## config.mk

```make
export PLATFORM = sky130hd
export DESIGN_NAME = netlink_attribute_locator_top
export DESIGN_NICKNAME = d
export VERILOG_FILES = /design/src/rtl/nal_pkg.sv /design/src/rtl/netlink_attribute_locator_top.sv /design/src/rtl/nal_walk.sv /design/src/rtl/nal_outq.sv
export VERILOG_INCLUDE_DIRS = /design/src /design/src/rtl
export SDC_FILE = /design/constraint.sdc
export NUM_CORES = 1
export LEC_CHECK = 0
export CORE_ASPECT_RATIO = 1.2
export CORE_MARGIN = 2
export CORE_UTILIZATION = 50
export DETAILED_ROUTE_END_ITERATION = 8
export DONT_BUFFER_PORTS = 1
export PLACE_DENSITY_LB_ADDON = 0.1
export SETUP_SLACK_MARGIN = 0.3
export SLEW_MARGIN = 25
export SYNTH_ARGS = -nofsm -noshare
export SYNTH_HDL_FRONTEND = slang
export SYNTH_SLANG_ARGS = --single-unit
```

## constraint.sdc

```tcl
create_clock -name clk -period 6.9 [get_ports clk]
set_input_delay 0 -clock clk [delete_from_list [all_inputs] [get_ports clk]]
set_output_delay 0 -clock clk [all_outputs]
set_load 0.05 [all_outputs]
```

## src/rtl/assert_macros.svh

```systemverilog
// Assertion macros shared by the RTL modules.
`ifndef ASSERT_MACROS_SVH
`define ASSERT_MACROS_SVH

`ifndef ASSERT_OFF

`define ASSERT_IMPLIES(label, clk, rst, ante, cons) \
  label: assert property (@(posedge clk) disable iff (rst) (ante) |-> (cons)) \
    else $error("assertion failed: label");

`define ASSERT_NEVER(label, clk, rst, cond) \
  label: assert property (@(posedge clk) disable iff (rst) !(cond)) \
    else $error("assertion failed: label");

`define ASSERT_NEXT(label, clk, rst, ante, cons) \
  label: assert property (@(posedge clk) disable iff (rst) (ante) |=> (cons)) \
    else $error("assertion failed: label");

`else

`define ASSERT_IMPLIES(label, clk, rst, ante, cons)
`define ASSERT_NEVER(label, clk, rst, cond)
`define ASSERT_NEXT(label, clk, rst, ante, cons)

`endif

`endif

```

## src/rtl/nal_pkg.sv

```systemverilog
// Types and constants of the netlink attribute locator.
`default_nettype none

package nal_pkg;

  localparam logic [15:0] HEADER_BYTES = 16'd16;
  localparam logic [8:0]  ALIGN_MASK   = 9'd3;

  localparam logic [1:0] PHASE_SEARCH = 2'd0;
  localparam logic [1:0] PHASE_VALUE  = 2'd1;
  localparam logic [1:0] PHASE_FOUND  = 2'd2;
  localparam logic [1:0] PHASE_BAD    = 2'd3;

  localparam logic [1:0] ST_FOUND     = 2'd0;
  localparam logic [1:0] ST_NOT_FOUND = 2'd1;
  localparam logic [1:0] ST_MALFORMED = 2'd2;

  localparam logic KIND_VALUE  = 1'b0;
  localparam logic KIND_STATUS = 1'b1;

  localparam logic [1:0] CFG_WANTED_TYPE = 2'd0;
  localparam logic [1:0] CFG_BODY_LENGTH = 2'd1;

  typedef struct packed {
    logic        kind;
    logic [7:0]  value_byte;
    logic [1:0]  status;
    logic [15:0] value_length;
    logic        run_end;
  } result_t;

  // up to two results made by one accepted byte; val1 implies val0
  typedef struct packed {
    logic    val0;
    logic    val1;
    result_t item0;
    result_t item1;
  } push_t;

endpackage

`default_nettype wire

```

## src/rtl/netlink_attribute_locator_top.sv

```systemverilog
// Top level of the netlink attribute locator.
// A result item is written into the queue when the byte that causes it is taken.
// Throughput: one message byte per cycle while in_stall is low; the final byte of a
// message that also carries a value byte yields two result items, drained one per
// cycle while out_stall is low from a four-entry queue, and in_stall rises while the queue holds more than two.
// Reset (rst, synchronous): walk state and queue cleared, wanted_type 0, body_length 16.
`default_nettype none

module netlink_attribute_locator_top #(
  parameter int MAX_MESSAGE_BYTES = 65535
) (
  input  wire logic        clk,
  input  wire logic        rst,
  input  wire logic        in_valid,
  output logic             in_stall,
  input  wire logic [7:0]  message_byte,
  input  wire logic        final_byte,
  output logic             out_valid,
  input  wire logic        out_stall,
  output logic             result_kind,
  output logic [7:0]       value_byte,
  output logic [1:0]       status_code,
  output logic [15:0]      value_length,
  output logic             run_end,
  input  wire logic        cfg_write,
  input  wire logic [1:0]  cfg_index,
  input  wire logic [15:0] cfg_data
);
  import nal_pkg::*;

  push_t   push;
  result_t head;
  logic    room;
  logic    in_fire;

  assign in_stall = !room;
  assign in_fire  = in_valid && room;

  nal_walk #(
    .MAX_MESSAGE_BYTES(MAX_MESSAGE_BYTES)
  ) u_walk (
    .clk          (clk),
    .rst          (rst),
    .in_fire      (in_fire),
    .message_byte (message_byte),
    .final_byte   (final_byte),
    .cfg_write    (cfg_write),
    .cfg_index    (cfg_index),
    .cfg_data     (cfg_data),
    .push         (push)
  );

  nal_outq u_outq (
    .clk       (clk),
    .rst       (rst),
    .push      (push),
    .room      (room),
    .out_valid (out_valid),
    .out_stall (out_stall),
    .head      (head)
  );

  assign result_kind  = head.kind;
  assign value_byte   = head.value_byte;
  assign status_code  = head.status;
  assign value_length = head.value_length;
  assign run_end      = head.run_end;

endmodule

`default_nettype wire

```

## src/rtl/nal_walk.sv

```systemverilog
// Per-byte message walker: length capture, attribute header parse, value pass-through.
`default_nettype none

`include "assert_macros.svh"

module nal_walk #(
  parameter int MAX_MESSAGE_BYTES = 65535
) (
  input  wire logic         clk,
  input  wire logic         rst,
  input  wire logic         in_fire,
  input  wire logic [7:0]   message_byte,
  input  wire logic         final_byte,
  input  wire logic         cfg_write,
  input  wire logic [1:0]   cfg_index,
  input  wire logic [15:0]  cfg_data,
  output nal_pkg::push_t    push
);
  import nal_pkg::*;

  logic [15:0] wanted_type;
  logic [7:0]  body_length;

  logic [15:0] byte_position, byte_position_next;
  logic [31:0] message_total, message_total_next;
  logic [15:0] next_attribute_at, next_attribute_at_next;
  logic [23:0] attribute_header, attribute_header_next;
  logic [15:0] value_bytes_left, value_bytes_left_next;
  logic [1:0]  walk_phase, walk_phase_next;
  logic [15:0] found_length, found_length_next;

  logic [8:0]  body_aligned;
  logic        in_header;
  logic [1:0]  hdr_k;
  logic [15:0] attr_len;
  logic [15:0] attr_type;
  logic [16:0] attr_end;
  logic [16:0] len_aligned;
  logic [17:0] skip_to;
  logic        emit_value;
  result_t     value_item;
  result_t     status_item;

  assign body_aligned = ({1'b0, body_length} + ALIGN_MASK) & ~ALIGN_MASK;
  assign in_header    = (byte_position >= next_attribute_at) &&
                        ({1'b0, byte_position} < ({1'b0, next_attribute_at} + 17'd4));
  assign hdr_k        = byte_position[1:0] - next_attribute_at[1:0];
  assign attr_len     = attribute_header[15:0];
  assign attr_type    = {message_byte, attribute_header[23:16]};
  assign attr_end     = {1'b0, next_attribute_at} + {1'b0, attr_len};
  assign len_aligned  = ({1'b0, attr_len} + {8'd0, ALIGN_MASK}) & ~{8'd0, ALIGN_MASK};
  assign skip_to      = {2'b00, next_attribute_at} + {1'b0, len_aligned};

  always_comb begin
    byte_position_next     = byte_position;
    message_total_next     = message_total;
    next_attribute_at_next = next_attribute_at;
    attribute_header_next  = attribute_header;
    value_bytes_left_next  = value_bytes_left;
    walk_phase_next        = walk_phase;
    found_length_next      = found_length;
    emit_value             = 1'b0;

    if (byte_position != 16'hFFFF) begin
      byte_position_next = byte_position + 16'd1;
    end

    if (byte_position < 16'd4) begin
      case (byte_position[1:0])
        2'd0: message_total_next[7:0]   = message_byte;
        2'd1: message_total_next[15:8]  = message_byte;
        2'd2: message_total_next[23:16] = message_byte;
        default: begin
          message_total_next[31:24] = message_byte;
          next_attribute_at_next = HEADER_BYTES + {7'd0, body_aligned};
          if (message_total_next > 32'(MAX_MESSAGE_BYTES)) begin
            walk_phase_next = PHASE_BAD;
          end
        end
      endcase
    end else if ({16'd0, byte_position} < message_total) begin
      if (walk_phase == PHASE_SEARCH) begin
        if (in_header) begin
          case (hdr_k)
            2'd0: attribute_header_next[7:0]   = message_byte;
            2'd1: attribute_header_next[15:8]  = message_byte;
            2'd2: attribute_header_next[23:16] = message_byte;
            default: begin
              if (attr_len < 16'd4 || {15'd0, attr_end} > message_total) begin
                walk_phase_next = PHASE_BAD;
              end else if (attr_type == wanted_type) begin
                found_length_next     = attr_len - 16'd4;
                value_bytes_left_next = attr_len - 16'd4;
                walk_phase_next = (attr_len == 16'd4) ? PHASE_FOUND : PHASE_VALUE;
              end else begin
                next_attribute_at_next = (skip_to > 18'h0FFFF) ? 16'hFFFF : skip_to[15:0];
              end
            end
          endcase
        end
      end else if (walk_phase == PHASE_VALUE) begin
        emit_value            = 1'b1;
        value_bytes_left_next = value_bytes_left - 16'd1;
        if (value_bytes_left == 16'd1) begin
          walk_phase_next = PHASE_FOUND;
        end
      end
    end

    value_item.kind         = KIND_VALUE;
    value_item.value_byte   = message_byte;
    value_item.status       = ST_FOUND;
    value_item.value_length = 16'd0;
    value_item.run_end      = 1'b0;

    status_item.kind         = KIND_STATUS;
    status_item.value_byte   = 8'd0;
    status_item.value_length = 16'd0;
    status_item.run_end      = 1'b1;
    if (byte_position_next < 16'd4 || walk_phase_next == PHASE_BAD ||
        {16'd0, byte_position_next} < message_total_next) begin
      status_item.status = ST_MALFORMED;
    end else if (walk_phase_next == PHASE_FOUND) begin
      status_item.status       = ST_FOUND;
      status_item.value_length = found_length_next;
    end else begin
      status_item.status = ST_NOT_FOUND;
    end

    // end of message: back to the start state, registers kept
    if (final_byte) begin
      byte_position_next     = 16'd0;
      message_total_next     = 32'd0;
      next_attribute_at_next = 16'd0;
      attribute_header_next  = 24'd0;
      value_bytes_left_next  = 16'd0;
      walk_phase_next        = PHASE_SEARCH;
      found_length_next      = 16'd0;
    end

    push.val0  = in_fire && (emit_value || final_byte);
    push.val1  = in_fire && emit_value && final_byte;
    push.item0 = emit_value ? value_item : status_item;
    push.item1 = status_item;
  end

  always_ff @(posedge clk) begin
    if (rst) begin
      wanted_type       <= 16'd0;
      body_length       <= 8'd16;
      byte_position     <= 16'd0;
      message_total     <= 32'd0;
      next_attribute_at <= 16'd0;
      attribute_header  <= 24'd0;
      value_bytes_left  <= 16'd0;
      walk_phase        <= PHASE_SEARCH;
      found_length      <= 16'd0;
    end else begin
      if (cfg_write) begin
        case (cfg_index)
          CFG_WANTED_TYPE: wanted_type <= cfg_data;
          CFG_BODY_LENGTH: body_length <= cfg_data[7:0];
          default: ;
        endcase
      end
      if (in_fire) begin
        byte_position     <= byte_position_next;
        message_total     <= message_total_next;
        next_attribute_at <= next_attribute_at_next;
        attribute_header  <= attribute_header_next;
        value_bytes_left  <= value_bytes_left_next;
        walk_phase        <= walk_phase_next;
        found_length      <= found_length_next;
      end
    end
  end

  `ASSERT_IMPLIES(a_value_left_nonzero, clk, rst, walk_phase == PHASE_VALUE,
                  value_bytes_left != 16'd0)
  `ASSERT_IMPLIES(a_second_is_status, clk, rst, push.val1,
                  push.val0 && push.item1.run_end && push.item0.kind == KIND_VALUE)
  `ASSERT_IMPLIES(a_value_only_in_value_phase, clk, rst,
                  push.val0 && push.item0.kind == KIND_VALUE, walk_phase == PHASE_VALUE)

endmodule

`default_nettype wire

```

## src/rtl/nal_outq.sv

```systemverilog
// Four-entry result queue: takes up to two results a cycle, sends one unless out_stall is high.
`default_nettype none

`include "assert_macros.svh"

module nal_outq (
  input  wire logic        clk,
  input  wire logic        rst,
  input  wire nal_pkg::push_t push,
  output logic             room,
  output logic             out_valid,
  input  wire logic        out_stall,
  output nal_pkg::result_t head
);
  import nal_pkg::*;

  result_t    entries [4];
  logic [1:0] wptr;
  logic [1:0] rptr;
  logic [2:0] count;
  logic [2:0] count_next;
  logic       pop;

  assign room      = (count <= 3'd2);
  assign out_valid = (count != 3'd0);
  assign pop       = out_valid && !out_stall;
  assign head      = entries[rptr];

  always_comb begin
    count_next = count + {2'd0, push.val0} + {2'd0, push.val1} - {2'd0, pop};
  end

  always_ff @(posedge clk) begin
    if (push.val0) begin
      entries[wptr] <= push.item0;
    end
    if (push.val1) begin
      entries[wptr + 2'd1] <= push.item1;
    end
  end

  always_ff @(posedge clk) begin
    if (rst) begin
      wptr  <= 2'd0;
      rptr  <= 2'd0;
      count <= 3'd0;
    end else begin
      wptr  <= wptr + {1'b0, push.val0} + {1'b0, push.val1};
      rptr  <= rptr + {1'b0, pop};
      count <= count_next;
    end
  end

  `ASSERT_NEVER(a_count_bound, clk, rst, count > 3'd4)
  `ASSERT_IMPLIES(a_push_has_room, clk, rst, push.val0, count <= 3'd2)
  `ASSERT_NEXT(a_pop_drains, clk, rst, pop && !push.val0, count == $past(count) - 3'd1)

endmodule

`default_nettype wire

```

---- Word-level counts from Yosys, hierarchy flattened ----
Memories as Yosys holds them, arrays and structs flattened. A register that Yosys moved wholly into a read port is not among the register bits.
Index checks and enable logic that the tools add are counted.
storage, ports and cells
  memories kept ........................... 1
  bits in registers ....................... 153
  input bits .............................. 32
  memory bits (writable) .................. 112
  word-level logic and storage cells ...... 170
  output and inout bits ................... 30
cells by class
  order comparisons ....................... 11
  mux-type cells .......................... 70
  reduce and logical (&&, ||, !) cells .... 36
  equal/unequal tests ..................... 21
  $add $sub $neg .......................... 17
memory list
  memory          depth  bits a word  read ports  clocked after memory_dff  wr ports  RTL line        source
  u_outq.entries  4      28           1           1                         2         nal_outq.sv:17  result_t entries [4];
operators with widths
  cell                                                                                number
  16-bit 2-to-1 mux                                                                   31
  24-bit 2-to-1 mux                                                                   5
  16-bit by 32-bit < comparator with 1-bit output                                     2
  32-bit 2-to-1 mux                                                                   2
  8-bit 2-to-1 mux                                                                    7
  16-bit by 3-bit < comparator with 1-bit output (second input constant)              3
  17-bit by 32-bit greater-than comparator with 1-bit output                          1
  32-bit by 16-bit greater-than comparator with 1-bit output (second input constant)  1
  2-bit 2-to-1 mux                                                                    15
  28-bit 2-to-1 mux                                                                   1
  16-bit by 17-bit adder with 18-bit output                                           1
  18-bit by 16-bit greater-than comparator with 1-bit output (second input constant)  1
  6-bit AND reduction                                                                 3
  16-bit by 16-bit adder with 17-bit output                                           1
  16-bit by 2-bit adder with 17-bit output (second input constant)                    1
  16-bit by 3-bit adder with 17-bit output (second input constant)                    1
  16-bit by 17-bit < comparator with 1-bit output                                     1
  16-bit by 1-bit adder with 16-bit output (second input constant)                    1
  16-bit by 1-bit == test with 1-bit output (second input constant)                   1
  16-bit == test                                                                      1
  16-bit by 3-bit == test with 1-bit output (second input constant)                   1
  16-bit greater-or-equal comparator                                                  1
  16-bit inequality test (second input constant)                                      1
  8-bit AND reduction                                                                 2
  25 further kinds                                                                    70

---- Logic depth before layout (Yosys ltp) ----
  depth after elaboration ................. 14
  depth in mapped cells ................... 24
  depth with buffers taken out ............ 22

---- By module ----
From an unflattened synthesis, not the netlist that was laid out.
second synthesis, totals
  cells, all modules ...................... 1,805
  area, all modules ....................... 17,596.9 µm²
by module, submodules not included
  module                         area an instance (µm²)  instances  cells each
  nal_walk                       11,728.7                1          1,489
  nal_outq                       5,858.1                 1          314
  netlink_attribute_locator_top  10.0                    1          2

---- Worst setup path before layout ----
Ideal clock, no wire load.
  path type ............................... register to register
  from .................................... reg u_walk.attribute_header[1]
  to ...................................... mem u_outq.entries[0][11] (netlist name), data pin
  cell stages (with the launch flop) ...... 25
  buffers on the path ..................... 4
  arrival ................................. 4,447 ps
  clock period less this slack ............ 4,712 ps
  setup slack ............................. 2,188 ps
  library setup time ...................... 265 ps
  required time ........................... 6,635 ps
  path through ............................ dfxtp_1 clkbuf_1 inv_1 fa_1 nor2b_1 o21ai_0 a21bo_2 a21oi_1 a41oi_1 a21oi_1 a21o_1 a21oi_1 xnor2_1 ha_1 a21o_1 a211oi_1 o211a_1 a32o_2 and2_4 buf_6 and2_1 buf_6 buf_2 mux2i_2 nor2_1
RTL lines
  item                    RTL line         source
  from (decl)             nal_walk.sv:27   logic [23:0] attribute_header, attribute_header_next;
  from (signal assigned)  nal_walk.sv:170  attribute_header <= attribute_header_next;
  to (decl)               nal_outq.sv:17

---- Worst setup path after layout ----
  from .................................... reg u_walk.attribute_header[0]
  to ...................................... reg u_walk.value_bytes_left[6]
between the ends
  longest elaborated chain between the ends .. 9
  elaborated cells on any way between the ends .. 15
  classes of those cells .................. 2 x add/sub; 2 x order compare; 1 x eq/ne; 8 x mux; 2 x reduce/logical
ends and longest elaborated chain
  item                                                                                                                RTL line         source
  parallel branches: the longest is 9 deep, another holds 17-bit by 32-bit greater-than comparator with 1-bit output  n/a
  to (signal assigned)                                                                                                nal_walk.sv:171  value_bytes_left <= value_bytes_left_next;
  to (decl)                                                                                                           nal_walk.sv:28   logic [15:0] value_bytes_left, value_bytes_left_next;
Several ways; the timed one is not identified. The select of a mux whose other input is x is not followed.
A chain may end at the register's enable or synchronous reset.

==> impl_metrics.env <==
export IMPL_detail_route_iter0_violations=1120
export IMPL_final_nets=1964
export IMPL_clk_pin_slew_worst_paths_ps=70
export IMPL_max_clock_path_buffers=3
export IMPL_tns_ps=0
export IMPL_core_rowCount=71
export IMPL_synthDominantAreaCellType="sky130_fd_sc_hd__dfxtp_1"
export IMPL_synth_seq_cells=260
export IMPL_antenna_found_initial=1
export IMPL_syn_cell_area_sq_mm=0.0160
export IMPL_finalHoldViolations=0
export IMPL_synth_main_ff_cell="sky130_fd_sc_hd__dfxtp_1"
export IMPL_clk_root_buffer_cell="sky130_fd_sc_hd__clkbuf_16"
export IMPL_slew_headroom_pct=33.4
export IMPL_total_power_mw=4.56
export IMPL_p_int_mw=2.99
export IMPL_place_gp_congestion=0.910
export IMPL_number_of_global_route_vias_before_repair=12965
export IMPL_switching_share_pct=34.5
export IMPL_combPwrFrac_pct=27.0
export IMPL_netlist_cell_type_count=80
export IMPL_setup_violations=0
export IMPL_worstSetupEndpointType="register"
export IMPL_synthesis_nets=1950
export IMPL_timing_max_cap_violations=0
export IMPL_drt_drc_violations_left=7
export IMPL_maximum_number_of_pins_on_one_net_before_global_route_repair=147
export IMPL_ctsResizeCount=0
export IMPL_worst_hold_slack_after_final_layout_ps=44.4
export IMPL_p_switching_mw=1.57
export IMPL_detailed_place_area_sq_mm=0.0162
export IMPL_die_w_microns=167
export IMPL_category_of_the_most_critical_setup_path="register to register"
export IMPL_static_leakage_power_nw=6.69
export IMPL_vias=13474
export IMPL_ctsHtreeMaxLevel=1
export IMPL_coreArea_sq_mm=0.0314
export IMPL_grt_pass1_wl_microns=72000
export IMPL_crit_required_ps=7370
export IMPL_final_setup_skew_ps=14.9
export IMPL_cp_data_arrival_time_ps=6280
export IMPL_timing_worst_slew_pin_value_ps=997
export IMPL_power_density_mw_per_mm2=256
export IMPL_postLayoutSetupSlackWorst_ps=1100
export IMPL_synthesis_area_per_instance_sq_um=8.93
export IMPL_antenna_cells=0
export IMPL_floorplan_initialDensity_pct=50.8
export IMPL_area_delta_synth_final_pct=11.4
export IMPL_seqPwrFrac_pct=38.4
export IMPL_sort_of_element_at_the_start_of_the_critical_path="register"
export IMPL_place_hpwl_microns=31800
export IMPL_boundaryPins=62
export IMPL_total_clock_buffers_created_by_cts=28
export IMPL_layout_drive_gt1_share_pct=7.72
export IMPL_critical_path_max_fanout=19
export IMPL_async_flop_share_pct=0
export IMPL_die_area_sq_mm=0.0334
export IMPL_synth_cells=1791
export IMPL_route_detailed_wl_per_inst_microns=20.5
export IMPL_placement_io_buffers=0
export IMPL_firstDrtPassIters=8
export IMPL_die_h_microns=200
export IMPL_max_vdd_ir_drop_mv=0.224
export IMPL_route_final_wire_length_microns=45700
export IMPL_timing_max_transition_violations_final=0
export IMPL_dp_worst_setup_slack_ps=1280
export IMPL_commonest_cells_after_routing_fill_and_taps_aside="247 x sky130_fd_sc_hd__nor2_1, 187 x sky130_fd_sc_hd__dfxtp_1, 123 x sky130_fd_sc_hd__nand2_1"
export IMPL_max_freq_mhz=172
export IMPL_final_common_cell="sky130_fd_sc_hd__nor2_1"
export IMPL_violations="DRC"
export IMPL_netlist_area_leader_share_pct=23.5
export IMPL_hold_class="input port to register"
export IMPL_period_minus_slack_ps=5800
export IMPL_post_route_period_util_pct=84.1
export IMPL_tritoncts="built"
export IMPL_synthesis_yosys_warnings=0
export IMPL_synth_top_cells_by_area="sky130_fd_sc_hd__dfxtp_1 24%, sky130_fd_sc_hd__edfxtp_1 14%, sky130_fd_sc_hd__ha_1 9.5%"
export IMPL_cts_sinks=260
export IMPL_global_route_usage_total_pct=27.1
export IMPL_count_of_flip_flops_with_a_built_in_enable_after_synthesis=72
export IMPL_grt_setup_unrepaired="false"
export IMPL_seq_area_frac_synth_pct=37.1
export IMPL_final_area_sq_mm=0.0178
export IMPL_share_clk_of_total_power_pct=34.7
export IMPL_post_detailed_route_via_to_cell_ratio=6.05
export IMPL_clkLatencyLatePin_ps=560
export IMPL_run_status="finished, violations left"
export IMPL_grt_ovfl_total=0
export IMPL_remaining_antenna_violation_count_after_routing=0
## critical path, stage by stage (launching register included)
cell and delay [ps]:
sky130_fd_sc_hd__dfxtp_1 480, sky130_fd_sc_hd__ha_1 220, sky130_fd_sc_hd__inv_1 50, sky130_fd_sc_hd__fa_1 400, sky130_fd_sc_hd__nor2b_1 120, sky130_fd_sc_hd__o21ai_0 100, sky130_fd_sc_hd__a21bo_2 240, sky130_fd_sc_hd__a21oi_1 170
sky130_fd_sc_hd__a41oi_1 160, sky130_fd_sc_hd__a21oi_1 240, sky130_fd_sc_hd__a21o_1 150, sky130_fd_sc_hd__a21oi_1 90, sky130_fd_sc_hd__xnor2_1 180, sky130_fd_sc_hd__ha_1 270, sky130_fd_sc_hd__a21o_1 180, sky130_fd_sc_hd__a211oi_1 240
sky130_fd_sc_hd__o211a_1 190, sky130_fd_sc_hd__a32o_2 250, sky130_fd_sc_hd__a41oi_1 140, sky130_fd_sc_hd__o21ai_0 630, sky130_fd_sc_hd__nand2_1 570, sky130_fd_sc_hd__or3_1 500, sky130_fd_sc_hd__a21oi_1 140
## cells by family after synthesis
kind of cell               Yosys count  synth area share (%)
AOI/OAI and AO/OA                  376                  15.7
xor gates and xnor gates            96                  5.26
adders and majority gates          128                  10.3
buffers and inverters              189                  4.73
DFF                                260                  37.1
muxes                               90                  7.89
and+or+nand+nor                    652                  19.1
## final timing paths
| check | from | end | slack (ps) | cells after the start |
|---|---|---|---|---|
| setup / recovery | u_walk.attribute_header[0] | u_walk.value_bytes_left[6] | 1100 | 22 |
| hold / removal | final_byte | u_walk.attribute_header[17] | 40 | 4 |
| setup reg to reg | u_walk.attribute_header[0] | u_walk.value_bytes_left[6] | 1100 | 22 |
| hold reg to reg | u_outq.entries[0][0] | u_outq.entries[0][0] | 440 | 2 |
## layout make-up
cell class / instances / area, sq um
clock buffers: 37 / 827
repair buffers: 74 / 723
inverters: 99 / 372
well taps: 401 / 502
multi-input cells: 1342 / 9320
flip-flops and latches: 260 / 5930
fillers: 2792 / 13600
clock inverters: 14 / 149
## flip-flops by register name, summed over array words and instances (netlist names)
register / cells
u_outq.rptr: 2
u_walk.wanted_type: 16
u_walk.next_attribute_at: 15
u_outq.wptr: 2
u_walk.walk_phase: 2
u_walk.byte_position: 16
u_walk.attribute_header: 24
u_walk.message_total: 32
u_outq.count: 3
u_walk.body_length: 8
u_outq.entries: 108
u_walk.found_length: 16
u_walk.value_bytes_left: 16
## Yosys cell counts, types with 4 or more instances
master                      count
sky130_fd_sc_hd__o21ai_0       84
sky130_fd_sc_hd__and2_1         8
sky130_fd_sc_hd__mux4_2        27
sky130_fd_sc_hd__mux2_2        12
sky130_fd_sc_hd__buf_1          6
sky130_fd_sc_hd__nand2_1      123
sky130_fd_sc_hd__or4_1         10
sky130_fd_sc_hd__o21ai_1        8
sky130_fd_sc_hd__buf_2          5
sky130_fd_sc_hd__nand4_1       33
sky130_fd_sc_hd__or3_1         10
sky130_fd_sc_hd__a21o_1        16
sky130_fd_sc_hd__nand2b_1      17
sky130_fd_sc_hd__dfxtp_1      188
sky130_fd_sc_hd__edfxtp_1      72
sky130_fd_sc_hd__clkbuf_1      72
sky130_fd_sc_hd__o21bai_1       8
sky130_fd_sc_hd__a21oi_1      109
sky130_fd_sc_hd__nor2b_1       28
sky130_fd_sc_hd__o2111ai_1      8
sky130_fd_sc_hd__xnor2_1       74
sky130_fd_sc_hd__or2_2         11
sky130_fd_sc_hd__o31ai_1       14
sky130_fd_sc_hd__and4_1         4
sky130_fd_sc_hd__a31oi_1        7
sky130_fd_sc_hd__a22oi_1       33
sky130_fd_sc_hd__xor2_1        22
sky130_fd_sc_hd__a211o_1        4
sky130_fd_sc_hd__ha_1         121
sky130_fd_sc_hd__inv_1         97
sky130_fd_sc_hd__a211oi_1      14
sky130_fd_sc_hd__o32ai_1        9
sky130_fd_sc_hd__o32ai_2        9
sky130_fd_sc_hd__fa_1           6
sky130_fd_sc_hd__nor3_1        40
sky130_fd_sc_hd__mux2i_1       49
sky130_fd_sc_hd__a21boi_0       5
sky130_fd_sc_hd__and3_1         9
sky130_fd_sc_hd__nand3_1       77
sky130_fd_sc_hd__o211ai_1       8
sky130_fd_sc_hd__nor2_1       248
sky130_fd_sc_hd__buf_6          4
sky130_fd_sc_hd__o21a_1         7
sky130_fd_sc_hd__nor4_1        22
## metal layers
metal  share of wire, %  track usage, %
met5              0.028               0
met4                3.9            11.1
met3                4.8            3.25
met2                 49            47.7
met1                 43            34.1
## power by group through the flow
stage	clock network [mW]	registers, mW	logic [mW]
after floorplan	0	1.71	1.01
after global placement	0	1.78	1.15
after detailed placement	0	1.78	1.17
after CTS	1.60	1.75	1.22
after global routing	1.66	1.76	1.33
final	1.58	1.75	1.23
## through the flow
step                instances  utilization [%]
detailed placement       2114             51.5
finish                   2227             56.7
global placement         2114             51.5
CTS                      2227             56.7
floorplan                1791                -
global route             2227             56.7
## what timing repair did
item / 4_1_cts / 5_1_grt
hold endpoints to repair: 186 / 0
hold buffers: 62 / 0
buffers inserted: 0 / 0
(Power assumes the default switching activity.)
